<file path="src/rtl/dem_pkg.sv">
// Package for the delta E color match unit: widths, constant tables, shared types.
`timescale 1ns / 1ps
package dem_pkg;

  localparam int FRAC_BITS = 16;

  localparam int LIN_W   = FRAC_BITS + 1;
  localparam int COEF_W  = FRAC_BITS;
  localparam int PROD_W  = LIN_W + COEF_W;
  localparam int XYZ_W   = FRAC_BITS + 2;
  localparam int T_W     = FRAC_BITS + 2;
  localparam int M_W     = FRAC_BITS + 3;
  localparam int DP_W    = XYZ_W + M_W;
  localparam int Q0_W    = FRAC_BITS + 3;
  localparam int NW      = FRAC_BITS + 23;
  localparam int F_W     = FRAC_BITS + 1;
  localparam int CB      = FRAC_BITS + 1;
  localparam int LN_W    = FRAC_BITS - 6;
  localparam int LP_W    = LN_W + FRAC_BITS;
  localparam int LNN_W   = LN_W + 24;
  localparam int DF_W    = F_W + 3;
  localparam int P_W     = DF_W + 10;
  localparam int MAG_W   = P_W - 1;
  localparam int Q_W     = 18;
  localparam int SUM_W   = 36;

  localparam int FRONT_LAT = 6;
  localparam int CIEF_LAT  = 2 * CB + 1;
  localparam int DIST_LAT  = 5;
  localparam int CORE_LAT  = FRONT_LAT + CIEF_LAT + DIST_LAT;

  // divisions by the white point, X then Z
  localparam longint unsigned DIV_D   [2] = '{64'd950489, 64'd1088840};
  localparam longint unsigned DIV_OFF [2] = '{64'd475244, 64'd544420};
  localparam longint unsigned DIV_M   [2] = '{
    (64'd1000000 << (FRAC_BITS + 2)) / 64'd950489,
    (64'd1000000 << (FRAC_BITS + 2)) / 64'd1088840
  };

  localparam longint unsigned CUBE_TH = (64'd8856 << FRAC_BITS) / 64'd1000000;
  localparam longint unsigned LIN_M   = (64'd7787037 << LN_W) / 64'd1000000;
  localparam longint unsigned LIN_C4  = ((64'd4 << FRAC_BITS) + 64'd14) / 64'd29;

  typedef logic [2:0][7:0]       rgb_t;
  typedef logic [2:0][T_W-1:0]   tvec_t;
  typedef logic [2:0][F_W-1:0]   fvec_t;
  typedef logic [LIN_W-1:0]      lin_tab_t [256];
  typedef logic [COEF_W-1:0]     coef_tab_t [9];

  typedef struct packed {
    logic             big;
    logic [SUM_W-1:0] sum;
  } dist_res_t;

  function automatic longint unsigned pow5_q30(longint unsigned y);
    longint unsigned p;
    p = (y * y) >> 30;
    p = (p * y) >> 30;
    p = (p * y) >> 30;
    p = (p * y) >> 30;
    return p;
  endfunction

  function automatic lin_tab_t build_lin();
    lin_tab_t        tab;
    longint unsigned v;
    longint unsigned w;
    longint unsigned lo;
    longint unsigned hi;
    longint unsigned mid;
    longint unsigned lin;
    for (int c = 0; c < 256; c++) begin
      if (c >= 11) begin
        v  = ((64'(1000 * c + 14025) << 30) + 64'd134512) / 64'd269025;
        w  = (v * v) >> 30;
        lo = 64'd0;
        hi = (64'd1 << 30) + 64'd1;
        while (hi - lo > 64'd1) begin
          mid = lo + (hi - lo) / 64'd2;
          if (pow5_q30(mid) <= w) lo = mid;
          else hi = mid;
        end
        lin = (w * lo + (64'd1 << 29)) >> 30;
      end else begin
        lin = ((64'(100 * c) << 30) + 64'd164730) / 64'd329460;
      end
      tab[c] = LIN_W'((lin + (64'd1 << (29 - FRAC_BITS))) >> (30 - FRAC_BITS));
    end
    return tab;
  endfunction

  function automatic logic [COEF_W-1:0] coef_q(longint unsigned k);
    return COEF_W'((k * (64'd1 << FRAC_BITS) + 64'd500000) / 64'd1000000);
  endfunction

  localparam lin_tab_t LIN_TAB = build_lin();

  localparam coef_tab_t COEF = '{
    coef_q(64'd412453), coef_q(64'd357580), coef_q(64'd180423),
    coef_q(64'd212671), coef_q(64'd715160), coef_q(64'd72169),
    coef_q(64'd19334),  coef_q(64'd119193), coef_q(64'd950227)
  };

endpackage

</file>
<file path="src/rtl/dem_dist.sv">
// Lab difference: scaled deltas, magnitude check, Q.8 squares and their sum.
`timescale 1ns / 1ps
module dem_dist (
  input  logic               clk_i,
  input  logic               en_i,
  input  dem_pkg::fvec_t     f1_i,
  input  dem_pkg::fvec_t     f2_i,
  output dem_pkg::dist_res_t res_o
);
  import dem_pkg::*;

  logic signed [DF_W-1:0] df_d [3];
  logic signed [DF_W-1:0] d_q  [3];
  logic signed [P_W-1:0]  p_d  [3];
  logic [MAG_W-1:0]       m_q  [3];
  logic [Q_W-1:0]         q_q  [3];
  logic                   big_q [3];
  logic                   big_any_q;
  logic [SUM_W-1:0]       sq_q [3];
  dist_res_t              res_q;

  localparam logic signed [P_W-1:0] KS [3] = '{P_W'(116), P_W'(500), P_W'(200)};

  always_comb begin
    for (int i = 0; i < 3; i++) begin
      df_d[i] = $signed(DF_W'(f1_i[i])) - $signed(DF_W'(f2_i[i]));
      p_d[i]  = $signed({{(P_W-DF_W){d_q[i][DF_W-1]}}, d_q[i]}) * KS[i];
    end
  end

  always_ff @(posedge clk_i) begin
    if (en_i) begin
      d_q[0] <= df_d[1];
      d_q[1] <= df_d[0] - df_d[1];
      d_q[2] <= df_d[1] - df_d[2];
      for (int i = 0; i < 3; i++) begin
        m_q[i]   <= p_d[i][P_W-1] ? MAG_W'(-p_d[i]) : MAG_W'(p_d[i]);
        big_q[i] <= m_q[i] > (MAG_W'(512) << FRAC_BITS);
        q_q[i]   <= Q_W'((m_q[i] + MAG_W'(1 << (FRAC_BITS - 9))) >> (FRAC_BITS - 8));
        sq_q[i]  <= SUM_W'(q_q[i]) * SUM_W'(q_q[i]);
      end
      big_any_q <= big_q[0] | big_q[1] | big_q[2];
      res_q.big <= big_any_q;
      res_q.sum <= sq_q[0] + sq_q[1] + sq_q[2];
    end
  end

  // big flags pass through big_q and big_any_q, in step with q_q and sq_q
  assign res_o = res_q;

endmodule

</file>
<file path="config.mk">
export PLATFORM = sky130hd
export DESIGN_NAME = dem_dist
export DESIGN_NICKNAME = d
export VERILOG_FILES = /design/src/rtl/dem_pkg.sv /design/src/rtl/dem_dist.sv
export SDC_FILE = /design/constraint.sdc
export NUM_CORES = 2
export LEC_CHECK = 0
export ABC_CLOCK_PERIOD_IN_PS = 8300
export BUFFER_PORTS_ARGS = -buffer_cell sky130_fd_sc_hd__buf_2
export CORE_MARGIN = 4
export CORE_UTILIZATION = 50
export DETAILED_ROUTE_END_ITERATION = 10
export MAX_ROUTING_LAYER = met4
export PLACE_DENSITY = 0.7
export SLEW_MARGIN = 40
export SYNTH_ARGS = -nofsm -noshare
export SYNTH_HDL_FRONTEND = slang
export SYNTH_SLANG_ARGS = --single-unit
</file>
<file path="constraint.sdc">
create_clock -name clk_i -period 8.3 [get_ports clk_i]
set_clock_uncertainty 0.1 [all_clocks]
set_input_delay 0.83 -clock clk_i [delete_from_list [all_inputs] [get_ports clk_i]]
set_output_delay 0.83 -clock clk_i [all_outputs]
set_load 0.02 [all_outputs]
</file>
---- Word-level counts from Yosys, hierarchy flattened ----
Memories as Yosys holds them, arrays and structs flattened.
Cells that the tools add are included.
cells by class
  add/subtract/negate cells ............... 13
  multipliers ............................. 6
  magnitude comparators ................... 3
  muxes and demuxes ....................... 5
  bitwise gates (word level) .............. 2
operators by type and width
  kind                                                                     number
  18-bit by 18-bit multiplier with 36-bit output                           3
  29-bit by 26-bit > comparator with 1-bit output (second input constant)  3
  29-bit 2-to-1 mux                                                        3
  26-bit by 8-bit adder with 26-bit output (second input constant)         3
  36-bit adder                                                             2
  29-bit negation                                                          2
  17-bit by 17-bit subtractor with 18-bit output                           3
  20-bit by 6-bit multiplier with 26-bit output (second input constant)    2
  18-bit by 18-bit subtractor with 19-bit output                           2
  28-bit negation with 29-bit output                                       1
  20-bit by 8-bit multiplier with 28-bit output (second input constant)    1
  1-bit 2-to-1 mux                                                         2
  1-bit OR                                                                 2
storage, ports and cells
  register bits after elaboration ......... 38
  RAM bits ................................ 312
  input port bits ......................... 104
  output and inout bits ................... 37
  logic and storage cells ................. 37
  memories ................................ 5
memory list
  memory  words  width  read ports  clocked after memory_dff  write ports  line            source
  sq_q    3      36     3           0                         3            dem_dist.sv:19  logic [SUM_W-1:0] sq_q [3];
  m_q     3      29     3           0                         3            dem_dist.sv:15  logic [MAG_W-1:0] m_q [3];
  d_q     3      20     3           0                         3            dem_dist.sv:13  logic signed [DF_W-1:0] d_q [3];
  q_q     3      18     3           0                         3            dem_dist.sv:16  logic [Q_W-1:0] q_q [3];
  big_q   3      1      3           0                         3            dem_dist.sv:17  logic big_q [3];

---- Longest topological paths before layout ----
An unclocked memory read counts as a cell.
  word-level depth ........................ 4
  depth in mapped cells ................... 27
  mapped depth without buffers ............ 25

---- Worst setup path before layout ----
Ideal clock, no wire load.
  path type ............................... register -> register
  from .................................... memory q_q[0][13]
  to ...................................... memory sq_q[0][32] (data pin)
  setup time .............................. 180 ps
  data arrival time ....................... 6399 ps
  required time ........................... 8020 ps
  setup slack ............................. 1621 ps
  stages on the path, launching flop included .. 24
  buffers on the path ..................... 2
  clock period less this slack ............ 6679 ps
  cell sequence ........................... edfxtp_1 clkbuf_1 clkbuf_1 nand2_1 fa_1 fa_1 fa_1 inv_1 fa_1 fa_1 inv_1 fa_1 inv_1 ha_1 a21o_1 a21o_1 a21o_1 a211o_1 a211o_1 o221ai_2 a211oi_1 o21ai_1 or4b_1 o311ai_1
RTL lines
  item             line
  start, declared  dem_dist.sv:16
  end, declared    dem_dist.sv:19

==> impl_metrics.yaml <==
critical_path:
  crit_fanout: 18
  critical_path_buf_inv_count: 5
  end_kind: "flop"
  cp-start-kind: "flop"
  worstPathRequired_ns: 8.52
  ff2ff_path_depth: 23
  r2r_end: "sq_q[0][106]"
  crit_family: "adder cells"
  path_cells: "nand2_1 -> fa_1 -> inv_1 -> fa_1 -> inv_1 -> fa_1 -> fa_1 -> inv_1 -> fa_1 -> inv_1 -> fa_1 -> inv_1 -> ha_1 -> a21o_1 -> a21o_1 -> a21oi_1 -> nand2_1 -> nor4bb_1 -> nor3_1 -> or2_2 -> a41oi_1 -> o31a_1 -> o311ai_0"
  crit_start: "q_q[0][41]"
  reg2reg_from: "q_q[0][41]"
  reg2reg_slack_ns: 0.93
  cp.arrival_ns: 7.59
  path_class: "flop to flop"
  cpPeakStageDelay_ns: 0.86
  critPathSlowestCell: "edfxtp_1"
  cp_common_cell: "fa_1"
floorplan:
  fp.dieH_um: 335.4
  die_area_sq_mm: 0.1125
  ios: 141
  placementRows: 119
  core_sq_mm: 0.1059
  die_w_um: 335.4
  start_util: 0.5061
logic_synthesis:
  ys_seq_area_frac: 0.1883
  syn_area_per_cell_sq_um: 9.709
  ys_ff_latch: 336
  yosysWarningCount: 0
  synth_edf_count: 336
  synthesis.area_sq_mm: 0.05358
  syn_inst: 5519
  synth_ff_type: "edfxtp_1"
  async_reset_ff_frac: 0
  synth_cell_types: 83
clock_network:
  clock_latency_ns: 0.61
  clkTransAtPathRegs_ns: 0.06
  numCtsBuffers: 42
  cts_tree: "yes"
  hold_buffers: 0
  post-cts-setup-buffer-count: 0
  clockBufferDepth: 3
  cts_resized: 0
  htreeDepth: 2
  cts.sinks: 336
  clock-root-buffer: "clkbuf_16"
sta:
  fmax_mhz: 135.6
  slew_headroom: 0.4495
  hold_violations: 0
  period_share: 0.8885
  worst_pin_slew_ns: 0.8050
  tns_ns: 0
  rsz0062_at_grt: "no"
  final.min_clock_period_ns: 7.374
  maxSlewViolCount: 0
  setup_viol: 0
worst_hold_path:
  whs_path_depth: 1
  hold_path_class: "flop to flop"
  min_to: "big_any_q"
  min_from: "big_q[0][0]"
layout:
  final_cell_mix: "inv_1 (1,401), fa_1 (813), ha_1 (649), nand2_1 (417), edfxtp_1 (336)"
  area_growth_pct: 6.844
  final_common_cell: "inv_1"
  n_antenna_cell: 0
  drive_above_1_share: 0.04907
  fin_nets: 7202
drt:
  firstDrtPassIters: 5
  drc: 0
  wire_per_inst_um: 15.25
  postRouteAntennaNets: 0
  num_vias: 36256
  post_drt_via_cell_ratio: 5.138
  drtIter0Drc: 1774
  wirelength_mm: 107.6
global_routing:
  grt_antenna_before_repair: 1
  grt-ovfl-total: 0
  grtUsageTotal: 0.2058
  grt_pass1_wl_mm: 185.4
  grt_max_degree: 150
  grt_pass1_vias: 38695
place:
  gp_congestion: 0.9280
  dp_hpwl_mm: 90.81
  port_buffers: 140
job:
  cap_viol_max_count: 0
outcome:
  outcome: "finished clean"
[layout make-up]
cell class / count / area, sq um
fill: 9321 / 48610
sequential: 336 / 10090
clock inverter: 23 / 299.0
multi-input combinational: 3700 / 37920
inverter: 1401 / 5259
clock buffer: 50 / 1081
timing repair buffer: 155 / 859.6
tap: 1391 / 1740
[cell families after synthesis]
logic type               after synthesis  synth area share
AND/OR/NAND/NOR                     1199            0.1086
AO/OA/AOI/OAI                        644           0.07883
XOR/XNOR                             382           0.06258
other                                  1        0.00006999
buffers and inverters               1485            0.1044
multiplexers                          10          0.001962
flip-flops                           336            0.1883
adder cells (fa/ha/maj)             1462            0.4553
[registers in the layout (all words and copies together) (netlist names)]
| register | cells |
|---|---|
| big_any_q | 1 |
| res_o | 37 |
| d_q | 56 |
| m_q | 80 |
| sq_q | 105 |
| big_q | 3 |
| q_q | 54 |
[worst reg2reg max path, delay by kind of cell (launching register included)]
family	cells	cell delay, ns
simple gates	5	1.21
flops	1	0.86
compound gates	6	1.39
fa+ha+maj	7	3.28
buf+inv	5	0.25
[Yosys cell counts, drive strengths merged, types with 9 or more instances]
| library cell | number | area, sq um |
|---|---|---|
| inv | 1401 | 5259 |
| fa | 813 | 16280 |
| ha | 649 | 8120 |
| nand2 | 417 | 1565 |
| edfxtp | 336 | 10090 |
| xnor2 | 280 | 2460 |
| nor2 | 213 | 804.5 |
| a21oi | 196 | 1026 |
| and2 | 190 | 1190 |
| o21ai | 125 | 629.4 |
| xor2 | 102 | 893.4 |
| a21o | 81 | 608.1 |
| clkbuf | 80 | 300.3 |
| nand3 | 80 | 400.4 |
| nor3 | 71 | 355.3 |
| nor2b | 50 | 312.8 |
| o21a | 35 | 262.8 |
| nand2b | 32 | 200.2 |
| and3 | 31 | 193.9 |
| a31oi | 25 | 162.6 |
| nor4 | 24 | 156.4 |
| o21bai | 24 | 180.2 |
| nand4 | 23 | 143.9 |
| or2 | 19 | 121.4 |
| o211ai | 18 | 135.1 |
| or3 | 18 | 112.6 |
| a211oi | 17 | 127.6 |
| a211o | 12 | 105.1 |
| a31o | 12 | 105.1 |
| o31ai | 12 | 95.09 |
| a21boi | 11 | 82.58 |
| o2111ai | 9 | 78.83 |
| o311ai | 9 | 78.83 |
[metrics by stage]
step / std cells / utilization / setup WS, ns / instance area, sq um / hold slack, ns
global placement: 6981 / 0.5273 / 1.141 / 55820 / 0.3851
CTS: 7054 / 0.5404 / 0.9162 / 57210 / 0.4036
finish: 7056 / 0.5408 / 0.9257 / 57250 / 0.4003
global route: 7056 / 0.5408 / 0.4993 / 57250 / 0.4178
detailed placement: 6981 / 0.5274 / 0.9237 / 55830 / 0.4030
floorplan: 5521 / - / 1.621 / 53590 / 0.3003
[how the worst max path moves through the flow]
stage                    to  slack, ns  depth (start not counted)
3_3_place_gp    sq_q[0][70]       1.14                         23
3_5_place_dp   sq_q[0][106]       0.92                         21
2_1_floorplan   sq_q[0][32]       1.62                         23
6_report       sq_q[0][106]       0.93                         23
5_1_grt        sq_q[0][106]       0.50                         23
4_1_cts        sq_q[0][106]       0.92                         21
[routing by layer]
metal  up-vias  routed length, um  global-route usage  part of all wire
met5         -                  0                   -                 0
met4         0               3721             0.06373             0.035
met3       168               4200             0.01980             0.039
met1     17729              46150              0.2572              0.43
li1      17637                  -                   -                 -
met2       722              53550              0.3556              0.50
Power is left out: the tool's default activity adds up to more than one toggle a clock period on the data nets, which glitch-free logic cannot reach.
